## config.mk

```make
export PLATFORM = sky130hd
export DESIGN_NAME = rgb_to_yuv420_planar
export DESIGN_NICKNAME = d
export VERILOG_FILES = /design/src/rtl/core/rgb2yuv_pkg.sv /design/src/rtl/core/rgb2yuv_front.sv /design/src/rtl/core/rgb2yuv_queue.sv /design/src/rtl/core/rgb2yuv_back.sv /design/src/rtl/core/rgb_to_yuv420_planar.sv
export VERILOG_INCLUDE_DIRS = /design/src /design/src/rtl/core
export SDC_FILE = /design/constraint.sdc
export NUM_CORES = 2
export LEC_CHECK = 0
export BUFFER_PORTS_ARGS = -buffer_cell sky130_fd_sc_hd__clkbuf_2
export CELL_PAD_IN_SITES_DETAIL_PLACEMENT = 0
export CELL_PAD_IN_SITES_GLOBAL_PLACEMENT = 1
export CORE_MARGIN = 2
export CORE_UTILIZATION = 40
export CTS_CLUSTER_SIZE = 14
export DETAILED_ROUTE_END_ITERATION = 10
export PLACE_DENSITY = 0.7
export SETUP_SLACK_MARGIN = 0.3
export SYNTH_ARGS = -nofsm -noshare
export SYNTH_HDL_FRONTEND = slang
export SYNTH_SLANG_ARGS = --single-unit
```

## constraint.sdc

```tcl
create_clock -name i_clk -period 20.5 [get_ports i_clk]
set_input_delay 2.05 -clock i_clk [delete_from_list [all_inputs] [get_ports i_clk]]
set_output_delay 2.05 -clock i_clk [all_outputs]
set_load 0.05 [all_outputs]
```

## src/rtl/core/rgb_to_yuv420_planar_macros.svh

```systemverilog
// ----------------------------------------------------------------------------
// rgb_to_yuv420_planar assertion macros
// Shared concurrent assertion forms, clocked on i_clk, off during reset.
// ----------------------------------------------------------------------------
`ifndef RGB_TO_YUV420_PLANAR_MACROS_SVH
`define RGB_TO_YUV420_PLANAR_MACROS_SVH

// Condition on the left implies the condition on the right in the same cycle.
`define R2Y_ASSERT_IMPL(label, ante, cons, msg) \
    label: assert property (@(posedge i_clk) disable iff (!i_rst_n) \
        (ante) |-> (cons)) else $error(msg);

// Condition on the left implies the condition on the right in the next cycle.
`define R2Y_ASSERT_NEXT(label, ante, cons, msg) \
    label: assert property (@(posedge i_clk) disable iff (!i_rst_n) \
        (ante) |=> (cons)) else $error(msg);

`endif

```

## src/rtl/core/rgb2yuv_pkg.sv

```systemverilog
// ----------------------------------------------------------------------------
// rgb2yuv_pkg
// Types, constants and helpers shared by the RGB to YUV 4:2:0 converter.
// ----------------------------------------------------------------------------
`timescale 1ns / 1ps

package rgb2yuv_pkg;

    localparam int DATA_W         = 32;
    localparam int ADDR_W         = 3;
    localparam int CFG_W          = 13;
    localparam int SIZE_W         = 14;
    localparam int LUMA_W         = 24;
    localparam int CHROMA_W       = 22;
    localparam int DEF_MAX_WIDTH  = 4096;
    localparam int DEF_MAX_HEIGHT = 4096;
    localparam int DEF_Q_DEPTH    = 4;
    localparam int PROD_W         = 27;
    localparam int ACC_W          = 29;

    localparam logic [CFG_W-1:0] RESET_WIDTH  = 13'd640;
    localparam logic [CFG_W-1:0] RESET_HEIGHT = 13'd480;

    // Q16 coefficients
    localparam logic signed [17:0] Q_YR = 18'sd19595;
    localparam logic signed [17:0] Q_YG = 18'sd38470;
    localparam logic signed [17:0] Q_YB = 18'sd7471;
    localparam logic signed [17:0] Q_UR = -18'sd11076;
    localparam logic signed [17:0] Q_UG = -18'sd21758;
    localparam logic signed [17:0] Q_UB = 18'sd32768;
    localparam logic signed [17:0] Q_VR = 18'sd32768;
    localparam logic signed [17:0] Q_VG = -18'sd27460;
    localparam logic signed [17:0] Q_VB = -18'sd5308;
    localparam logic signed [ACC_W-1:0] Q_HALF = 29'sd8388608;

    typedef enum logic {
        REG_FRAME_WIDTH  = 1'b0,
        REG_FRAME_HEIGHT = 1'b1
    } t_reg_idx;

    typedef enum logic [1:0] {
        PLANE_Y = 2'd0,
        PLANE_U = 2'd1,
        PLANE_V = 2'd2
    } t_plane;

    typedef struct packed {
        logic [7:0] red;
        logic [7:0] green;
        logic [7:0] blue;
    } t_pixel;

    typedef struct packed {
        t_plane            plane;
        logic [7:0]        sample_value;
        logic [LUMA_W-1:0] plane_offset;
        logic              last_of_item;
        logic              frame_end;
    } t_result;

    // One converted pixel waiting for the output side
    typedef struct packed {
        logic [7:0]          y;
        logic [7:0]          u;
        logic [7:0]          v;
        logic [LUMA_W-1:0]   luma_off;
        logic [CHROMA_W-1:0] chroma_off;
        logic                chroma;
        logic                frame_end;
    } t_job;

    // Clamp to 2..maxv, then round down to even
    function automatic logic [SIZE_W-1:0] eff_size(input logic [CFG_W-1:0] v,
                                                   input logic [SIZE_W-1:0] maxv);
        logic [SIZE_W-1:0] s;
        s = SIZE_W'(v);
        if (s < SIZE_W'(2)) s = SIZE_W'(2);
        if (s > maxv) s = maxv;
        s[0] = 1'b0;
        if (s < SIZE_W'(2)) s = SIZE_W'(2);
        return s;
    endfunction

    // Q16 accumulator to 0..255
    function automatic logic [7:0] to_sample(input logic signed [ACC_W-1:0] acc);
        logic [7:0] s;
        if (acc[ACC_W-1]) s = 8'd0;
        else if (|acc[ACC_W-2:24]) s = 8'hFF;
        else s = acc[23:16];
        return s;
    endfunction

endpackage

```

## src/rtl/core/rgb2yuv_front.sv

```systemverilog
// ----------------------------------------------------------------------------
// rgb2yuv_front
// Accepts pixels, tracks raster position and plane offsets, and converts
// each pixel in two stages (products, then sums with clamping).
// ----------------------------------------------------------------------------
`timescale 1ns / 1ps

module rgb2yuv_front
    import rgb2yuv_pkg::*;
#(
    parameter int MAX_WIDTH  = DEF_MAX_WIDTH,
    parameter int MAX_HEIGHT = DEF_MAX_HEIGHT
) (
    input  logic              i_clk,
    input  logic              i_rst_n,
    input  logic [SIZE_W-1:0] i_width,
    input  logic [SIZE_W-1:0] i_height,
    input  logic              i_valid,
    output logic              o_ready,
    input  t_pixel            i_pixel,
    output logic              o_job_valid,
    input  logic              i_job_ready,
    output t_job              o_job
);

    localparam int COL_W = (MAX_WIDTH  > 2) ? $clog2(MAX_WIDTH)  : 1;
    localparam int ROW_W = (MAX_HEIGHT > 2) ? $clog2(MAX_HEIGHT) : 1;

    logic [COL_W-1:0]    r_column;
    logic [ROW_W-1:0]    r_row;
    logic [LUMA_W-1:0]   r_luma_idx;
    logic [CHROMA_W-1:0] r_chroma_idx;

    logic r_s1_v, r_s2_v;
    logic s1_free, s2_free, accept;
    logic row_end, frame_end, chroma;

    logic signed [PROD_W-1:0] r_yr, r_yg, r_yb, r_ur, r_ug, r_ub, r_vr, r_vg, r_vb;
    logic [LUMA_W-1:0]   r_s1_luma;
    logic [CHROMA_W-1:0] r_s1_chroma_off;
    logic                r_s1_chroma, r_s1_fend;
    t_job                r_job;

    logic signed [8:0] red_s, green_s, blue_s;
    logic signed [ACC_W-1:0] acc_y, acc_u, acc_v;

    assign s2_free = !r_s2_v || i_job_ready;
    assign s1_free = !r_s1_v || s2_free;
    assign o_ready = s1_free;
    assign accept  = i_valid && s1_free;

    assign row_end   = (SIZE_W'(r_column) + SIZE_W'(1)) >= i_width;
    assign frame_end = row_end && ((SIZE_W'(r_row) + SIZE_W'(1)) >= i_height);
    assign chroma    = !r_row[0] && !r_column[0];

    assign red_s   = $signed({1'b0, i_pixel.red});
    assign green_s = $signed({1'b0, i_pixel.green});
    assign blue_s  = $signed({1'b0, i_pixel.blue});

    assign acc_y = ACC_W'(r_yr) + ACC_W'(r_yg) + ACC_W'(r_yb);
    assign acc_u = ACC_W'(r_ur) + ACC_W'(r_ug) + ACC_W'(r_ub) + Q_HALF;
    assign acc_v = ACC_W'(r_vr) + ACC_W'(r_vg) + ACC_W'(r_vb) + Q_HALF;

    always_ff @(posedge i_clk) begin
        if (!i_rst_n) begin
            r_column     <= '0;
            r_row        <= '0;
            r_luma_idx   <= '0;
            r_chroma_idx <= '0;
            r_s1_v       <= 1'b0;
            r_s2_v       <= 1'b0;
        end else begin
            if (s1_free) begin
                r_s1_v <= accept;
            end
            if (s2_free) begin
                r_s2_v <= r_s1_v;
            end
            if (accept) begin
                if (frame_end) begin
                    r_column     <= '0;
                    r_row        <= '0;
                    r_luma_idx   <= '0;
                    r_chroma_idx <= '0;
                end else begin
                    r_luma_idx <= r_luma_idx + 1'b1;
                    if (chroma) begin
                        r_chroma_idx <= r_chroma_idx + 1'b1;
                    end
                    if (row_end) begin
                        r_column <= '0;
                        r_row    <= r_row + 1'b1;
                    end else begin
                        r_column <= r_column + 1'b1;
                    end
                end
            end
        end
    end

    always_ff @(posedge i_clk) begin
        if (accept) begin
            r_yr            <= red_s   * Q_YR;
            r_yg            <= green_s * Q_YG;
            r_yb            <= blue_s  * Q_YB;
            r_ur            <= red_s   * Q_UR;
            r_ug            <= green_s * Q_UG;
            r_ub            <= blue_s  * Q_UB;
            r_vr            <= red_s   * Q_VR;
            r_vg            <= green_s * Q_VG;
            r_vb            <= blue_s  * Q_VB;
            r_s1_luma       <= r_luma_idx;
            r_s1_chroma_off <= r_chroma_idx;
            r_s1_chroma     <= chroma;
            r_s1_fend       <= frame_end;
        end
        if (s2_free && r_s1_v) begin
            r_job.y          <= to_sample(acc_y);
            r_job.u          <= to_sample(acc_u);
            r_job.v          <= to_sample(acc_v);
            r_job.luma_off   <= r_s1_luma;
            r_job.chroma_off <= r_s1_chroma_off;
            r_job.chroma     <= r_s1_chroma;
            r_job.frame_end  <= r_s1_fend;
        end
    end

    assign o_job_valid = r_s2_v;
    assign o_job       = r_job;

endmodule

```

## src/rtl/core/rgb2yuv_queue.sv

```systemverilog
// ----------------------------------------------------------------------------
// rgb2yuv_queue
// Small FIFO of converted pixels between the front and back sections.
// ----------------------------------------------------------------------------
`timescale 1ns / 1ps

module rgb2yuv_queue
    import rgb2yuv_pkg::*;
#(
    parameter int DEPTH = DEF_Q_DEPTH
) (
    input  logic i_clk,
    input  logic i_rst_n,
    input  logic i_push_valid,
    output logic o_push_ready,
    input  t_job i_push_data,
    output logic o_pop_valid,
    input  logic i_pop_ready,
    output t_job o_pop_data
);

    localparam int PTR_W = (DEPTH > 2) ? $clog2(DEPTH) : 1;
    localparam int CNT_W = $clog2(DEPTH + 1);

    t_job             r_mem [DEPTH];
    logic [PTR_W-1:0] r_wr_ptr, r_rd_ptr;
    logic [CNT_W-1:0] r_count;
    logic             push, pop;

    assign o_push_ready = r_count != CNT_W'(DEPTH);
    assign o_pop_valid  = r_count != '0;
    assign push         = i_push_valid && o_push_ready;
    assign pop          = i_pop_ready && o_pop_valid;
    assign o_pop_data   = r_mem[r_rd_ptr];

    always_ff @(posedge i_clk) begin
        if (!i_rst_n) begin
            r_wr_ptr <= '0;
            r_rd_ptr <= '0;
            r_count  <= '0;
        end else begin
            if (push) begin
                r_wr_ptr <= (r_wr_ptr == PTR_W'(DEPTH - 1)) ? '0 : r_wr_ptr + 1'b1;
            end
            if (pop) begin
                r_rd_ptr <= (r_rd_ptr == PTR_W'(DEPTH - 1)) ? '0 : r_rd_ptr + 1'b1;
            end
            if (push && !pop) begin
                r_count <= r_count + 1'b1;
            end else if (pop && !push) begin
                r_count <= r_count - 1'b1;
            end
        end
    end

    always_ff @(posedge i_clk) begin
        if (push) begin
            r_mem[r_wr_ptr] <= i_push_data;
        end
    end

endmodule

```

## src/rtl/core/rgb2yuv_back.sv

```systemverilog
// ----------------------------------------------------------------------------
// rgb2yuv_back
// Serializes each converted pixel into its Y and, where present, U and V
// results through a registered output stage.
// ----------------------------------------------------------------------------
`timescale 1ns / 1ps

module rgb2yuv_back
    import rgb2yuv_pkg::*;
(
    input  logic    i_clk,
    input  logic    i_rst_n,
    input  logic    i_job_valid,
    output logic    o_job_ready,
    input  t_job    i_job,
    output logic    o_valid,
    input  logic    i_ready,
    output t_result o_result
);

    t_job    r_job;
    logic    r_job_v;
    t_plane  r_phase;
    logic    r_out_v;
    t_result r_out;

    logic    slot_free, emit, last, job_done, pop;
    t_result n_out;

    assign slot_free = !r_out_v || i_ready;
    assign emit      = slot_free && r_job_v;
    assign last      = (r_phase == PLANE_V) || (r_phase == PLANE_Y && !r_job.chroma);
    assign job_done  = emit && last;
    assign pop       = i_job_valid && (!r_job_v || job_done);
    assign o_job_ready = !r_job_v || job_done;

    always_comb begin
        n_out.plane        = r_phase;
        n_out.last_of_item = last;
        n_out.frame_end    = r_job.frame_end;
        unique case (r_phase)
            PLANE_U: begin
                n_out.sample_value = r_job.u;
                n_out.plane_offset = LUMA_W'(r_job.chroma_off);
            end
            PLANE_V: begin
                n_out.sample_value = r_job.v;
                n_out.plane_offset = LUMA_W'(r_job.chroma_off);
            end
            default: begin
                n_out.sample_value = r_job.y;
                n_out.plane_offset = r_job.luma_off;
            end
        endcase
    end

    always_ff @(posedge i_clk) begin
        if (!i_rst_n) begin
            r_job_v <= 1'b0;
            r_phase <= PLANE_Y;
            r_out_v <= 1'b0;
        end else begin
            if (slot_free) begin
                r_out_v <= r_job_v;
            end
            if (pop) begin
                r_job_v <= 1'b1;
                r_phase <= PLANE_Y;
            end else if (job_done) begin
                r_job_v <= 1'b0;
            end else if (emit) begin
                r_phase <= (r_phase == PLANE_Y) ? PLANE_U : PLANE_V;
            end
        end
    end

    always_ff @(posedge i_clk) begin
        if (pop) begin
            r_job <= i_job;
        end
        if (emit) begin
            r_out <= n_out;
        end
    end

    assign o_valid  = r_out_v;
    assign o_result = r_out;

endmodule

```

## src/rtl/core/rgb_to_yuv420_planar.sv

```systemverilog
// ----------------------------------------------------------------------------
// rgb_to_yuv420_planar
// RGB pixels in raster order to planar YUV 4:2:0 samples (BT.601, full range).
// ----------------------------------------------------------------------------
// Usage:
//   Pixel channel (i_valid/o_ready, i_pixel) takes one RGB pixel per transfer
//   in raster order. Result channel (o_valid/i_ready, o_result) gives one
//   sample per transfer: the Y sample of every pixel, then U and V for pixels
//   at even row and even column. last_of_item marks a pixel's final sample,
//   frame_end marks all samples of a frame's last pixel.
//   Path: products, sums, job queue, job register, then the output register.
//   Throughput: the output stage moves one sample per cycle while i_ready is
//   high; a pixel gives one sample on odd rows, one or three on even rows; a
//   pixel can be taken every cycle until the four-entry job queue fills.
//   Frame size is set over the APB port (frame_width at 0x0, frame_height at
//   0x4) and applies from the first pixel transfer after the write.
//   Reset clears position counters, pipeline and queue; size returns to
//   640x480. When the receiver stalls, the result is held, the queue fills
//   and o_ready drops; nothing is lost.
// ----------------------------------------------------------------------------
`timescale 1ns / 1ps

module rgb_to_yuv420_planar
    import rgb2yuv_pkg::*;
#(
    parameter int MAX_WIDTH  = DEF_MAX_WIDTH,
    parameter int MAX_HEIGHT = DEF_MAX_HEIGHT,
    parameter int Q_DEPTH    = DEF_Q_DEPTH
) (
    input  logic              i_clk,
    input  logic              i_rst_n,
    input  logic              psel,
    input  logic              penable,
    input  logic              pwrite,
    input  logic [ADDR_W-1:0] paddr,
    input  logic [DATA_W-1:0] pwdata,
    output logic [DATA_W-1:0] prdata,
    output logic              pready,
    input  logic              i_valid,
    output logic              o_ready,
    input  t_pixel            i_pixel,
    output logic              o_valid,
    input  logic              i_ready,
    output t_result           o_result
);

`include "rgb_to_yuv420_planar_macros.svh"

    localparam logic [SIZE_W-1:0] MAX_W_C = SIZE_W'(MAX_WIDTH);
    localparam logic [SIZE_W-1:0] MAX_H_C = SIZE_W'(MAX_HEIGHT);

    logic [CFG_W-1:0]  r_cfg_w, r_cfg_h;
    logic [SIZE_W-1:0] eff_w, eff_h;
    logic              wr_en;
    t_reg_idx          reg_idx;

    logic q_in_valid, q_in_ready, q_out_valid, q_out_ready;
    t_job q_in_data, q_out_data;

    assign pready  = 1'b1;
    assign reg_idx = t_reg_idx'(paddr[2]);
    assign wr_en   = psel && penable && pwrite;

    assign eff_w = eff_size(r_cfg_w, MAX_W_C);
    assign eff_h = eff_size(r_cfg_h, MAX_H_C);

    always_comb begin
        unique case (reg_idx)
            REG_FRAME_WIDTH:  prdata = DATA_W'(r_cfg_w);
            REG_FRAME_HEIGHT: prdata = DATA_W'(r_cfg_h);
            default:          prdata = '0;
        endcase
    end

    always_ff @(posedge i_clk) begin
        if (!i_rst_n) begin
            r_cfg_w <= RESET_WIDTH;
            r_cfg_h <= RESET_HEIGHT;
        end else begin
            if (wr_en) begin
                unique case (reg_idx)
                    REG_FRAME_WIDTH:  r_cfg_w <= pwdata[CFG_W-1:0];
                    REG_FRAME_HEIGHT: r_cfg_h <= pwdata[CFG_W-1:0];
                    default: ;
                endcase
            end
        end
    end

    rgb2yuv_front #(
        .MAX_WIDTH  (MAX_WIDTH),
        .MAX_HEIGHT (MAX_HEIGHT)
    ) u_front (
        .i_clk       (i_clk),
        .i_rst_n     (i_rst_n),
        .i_width     (eff_w),
        .i_height    (eff_h),
        .i_valid     (i_valid),
        .o_ready     (o_ready),
        .i_pixel     (i_pixel),
        .o_job_valid (q_in_valid),
        .i_job_ready (q_in_ready),
        .o_job       (q_in_data)
    );

    rgb2yuv_queue #(
        .DEPTH (Q_DEPTH)
    ) u_queue (
        .i_clk        (i_clk),
        .i_rst_n      (i_rst_n),
        .i_push_valid (q_in_valid),
        .o_push_ready (q_in_ready),
        .i_push_data  (q_in_data),
        .o_pop_valid  (q_out_valid),
        .i_pop_ready  (q_out_ready),
        .o_pop_data   (q_out_data)
    );

    rgb2yuv_back u_back (
        .i_clk       (i_clk),
        .i_rst_n     (i_rst_n),
        .i_job_valid (q_out_valid),
        .o_job_ready (q_out_ready),
        .i_job       (q_out_data),
        .o_valid     (o_valid),
        .i_ready     (i_ready),
        .o_result    (o_result)
    );

    // U is always followed at once by V of the same pixel
    `R2Y_ASSERT_NEXT(a_u_then_v, o_valid && i_ready && o_result.plane == PLANE_U,
        o_valid && o_result.plane == PLANE_V, "V sample did not follow U")
    `R2Y_ASSERT_IMPL(a_v_last, o_valid && o_result.plane == PLANE_V,
        o_result.last_of_item, "V sample not marked last of pixel")
    `R2Y_ASSERT_IMPL(a_chroma_off, o_valid && o_result.plane != PLANE_Y,
        o_result.plane_offset[LUMA_W-1:CHROMA_W] == '0, "chroma offset out of range")

endmodule

```

==> summary.md <==
| Metric | Value |
|---|---|
| Num rows | 122 |
| Slowest CP cell | o41ai_1 |
| Vias in the first global route | 26100 |
| Cells after synthesis | 3396 |
| Final setup fails | 0 |
| Root buf cell | clkbuf_16 |
| Number of antenna violations at the first check in global routing | 2 |
| Part of the power in the clock network | 20.1% |
| Die width | 338 um |
| Max incr delay on CP | 0.66 ns |
| Worst EP arrival | 6.93 ns |
| Mapped cell area | 0.0446 mm2 |
| Starting Density | 40.3% |
| Pins over their slew limit | 0 |
| Num ports | 137 |
| Int Power | 4.54 mW |
| Status | completed |
| CP Class | input pin to flop |
| Crit path required time | 20.89 ns |
| Synth async-reset ratio | 0% |
| Cell taking the most area after synthesis | edfxtp_1 |
| First-pass GRT wire length | 143 mm |
| Synth Warn # | 0 |
| R2R Setup Slk | 15.80 ns |
| Half-perimeter wire length after placement | 64.2 mm |
| HP Start | u_front.r_s1_luma[15] |
| DR vias | 25300 |
| Post-DP Area | 0.0468 mm2 |
| Final min period | 6.54 ns |
| Dominant synthesized flop cell | edfxtp_1 |
| WL final | 88.7 mm |
| Drt first pass iters | 5 |
| Hold Path Sink | u_front.o_job[39] |
| Leakage power total | 19.9 nW |
| Crit start category | input pin |
| Overflow after GRT | 0 |
| Post-synth top area share | 45.6% |
| Sequential group share of total power | 33.5% |
| Sink Count | 787 |
| Mux share of post-synthesis cell area | 4.14% |
| CTS tree | built |
| Worst-path clk slew | 0.06 ns |
| Most frequent cell after synthesis | edfxtp_1 |
| Port bufs | 95 |
| CP delay by family, top | compound AO/OA/AOI/OAI gates |
| RSZ-0062 raised after global routing | false |
| Post_cts resized | 0 |
| Yosys cell types | 85 |
| P_sw | 2.81 mW |
| Worst path cell trace | clkbuf_2, ha_1, fa_1, ha_1, inv_1, fa_1, inv_1, ha_1, a21o_1, a21oi_1, o21ai_1, o41ai_1, o21ba_2, a21boi_1, nor2b_1, a2111oi_2, a21oi_1, xnor2_1 |
| Routability cong. | 0.828 |
| Synthesized area per cell | 13.1 um2 |
| CP max FO | 11 |
| Layout cells sized above 1 | 10.1% |
| Iter 0 DRT Violations | 1282 |
| R2r endpoint | u_front.o_job[58] |
| Cell mode on critical path | ha_1 |
| Synth cell count leaders | edfxtp_1 (678), ha_1 (478), inv_1 (388) |
| Number of CTS-inserted buffers | 84 |
| Slew Limit Headroom | 25.8% |
| Placed insts | 4937 |
| Peak Freq | 153 MHz |
| Synth Area in Adders | 23.2% |
| Final Cycle Share | 31.9% |
| Final Skew | 0.0164 ns |
| Largest net degree at the start of global routing | 101 |
| Clock latency on the worst-skew pair | 0.64 ns |
| Total Power | 7.36 mW |
| Main combinational cell family by area after synthesis | adder cells |
| Core Area | 0.111 mm2 |
| # nets final | 4297 |
| Worst vdd ir | 0.116 mV |
| # DRC | 0 |
| Final Hold Viols | 0 |
| Total global-route track usage | 16.0% |
| Register-to-Register Path Depth | 18 |
| Hold WC Path Type | flop to flop |
| Maxcap violations | 0 |
| Die H | 338 um |
| R2R Path Start | u_front.r_yr[1] |
| Postcts setup bufs | 0 |
| Die Footprint | 0.114 mm2 |
| Diodes inserted | 0 |
| CP endpoint kind | flop |
| EDFF count, synth | 678 |
| Hold Path Depth | 0 |
| ANT nets after route | 0 |
| Switching share of power | 38.3% |
| Area growth, synth to finish | 11.0% |
| CTS Hold Bufs | 0 |
| Worst Path Buf+Inv | 3 |
| Final TNS setup | 0 ns |
| Synth area leaders | edfxtp_1 (46%), ha_1 (13%), fa_1 (9.8%) |
| Logic pwr share | 46.4% |
| Synthesized flop and latch total | 787 |
| Post-synthesis sequential area ratio | 50.5% |
| Per-cell routed wire length | 17.4 um |
| Compound-cell area share of the yosys netlist | 6.79% |
| Pwr per Cell Area | 149 mW/mm2 |
| Measured slew at the worst slew-check pin | 1.11 ns |
| Finished Cell Area | 0.0495 mm2 |
| Clock Path Buffers | 3 |
| XOR/XNOR share of the synthesized area | 4.10% |
| Final Instance Count excl. Fillers | 5091 |
| Simple-gate share of the synthesized area | 7.14% |
| DR vias/cell | 4.97 |
| H-tree depth | 3 |
[state kept, by name, indices dropped and copies added (netlist names), 22 cells and up]
name / count
u_front.r_ug: 23
u_front.r_chroma_idx: 22
u_front.o_job: 72
u_front.r_yg: 23
u_front.r_luma_idx: 24
u_front.r_s1_chroma_off: 22
u_back.r_job: 71
u_front.r_yr: 23
u_queue.r_mem: 288
u_front.r_s1_luma: 24
u_back.o_result: 36
[worst reg2reg max path, delay by kind of cell (launching register included)]
family | cells | cell delay, ns
AOI/OAI and AO/OA | 10 | 2.09
xor gates and xnor gates | 1 | 0.14
and+or+nand+nor | 5 | 1.07
DFF | 1 | 0.48
adders and majority gates | 2 | 0.69
[cell families after synthesis]
group | Yosys count
buf+inv | 465
mux | 93
other cells | 2
fa+ha+maj | 696
compound gates | 471
xor+xnor | 208
simple gates | 674
flops | 787
[cell usage in the layout, fill, tap and decap left out, types with 39 or more instances in the layout]
master	count
edfxtp_1	678
ha_1	478
inv_1	387
fa_1	218
nand2_1	205
nor2_1	171
a21oi_1	145
xnor2_1	135
dfxtp_1	107
clkbuf_2	95
o21ai_0	90
clkbuf_16	85
nand3_1	72
xor2_1	72
mux4_2	72
nor3_1	48
nor2b_1	39
[power by group through the flow]
stage	Sequential, mW	Combinational [mW]	Clock (mW)
finish	2.46	3.42	1.48
global route	2.50	3.90	1.57
CTS	2.47	3.46	1.52
detailed placement	2.50	3.43	0
global placement	2.49	3.41	0
floorplan	2.53	2.56	0
[per-stage QoR]
stage          hold slack (ns)  setup slack (ns)  util [%]
3_3_place_gp             0.401             13.23      42.3
4_1_cts                  0.410             13.96      44.7
6_report                 0.413             13.97      44.7
5_1_grt                  0.405             13.63      44.7
2_1_floorplan            0.400             11.32         -
3_5_place_dp             0.405             13.26      42.3
[layout make-up]
cell class	count	area (um2)
inverters	390	1470
multi-input cells	2162	20300
repair buffers	110	588
clock buffers	107	2240
well taps	1488	1860
flip-flops and latches	787	22500
clock inverters	47	470
fillers	10000	61100
[worst max-delay path by stage]
stage | start | end | slack [ns] | cells past startpoint
final | i_pixel[18] | u_front.r_ur[23] | 13.97 | 18
after global routing | i_pixel[6] | u_front.r_yb[18] | 13.63 | 17
after CTS | i_pixel[17] | u_front.r_ur[23] | 13.96 | 18
after detailed placement | i_pixel[17] | u_front.r_ur[23] | 13.26 | 18
after global placement | i_pixel[17] | u_front.r_ur[23] | 13.23 | 18
after floorplan | i_valid | u_front.r_column[2] | 11.32 | 6
[per-layer routing]
metal	track usage, %	wire length, um	vias to the layer above
met5	0	11	-
met1	21.3	40400	12400
met3	2.03	2580	111
met2	27.6	43600	329
li1	-	-	12400
met4	4.34	2080	2
Note: power is estimated with default switching activity, not from simulation.
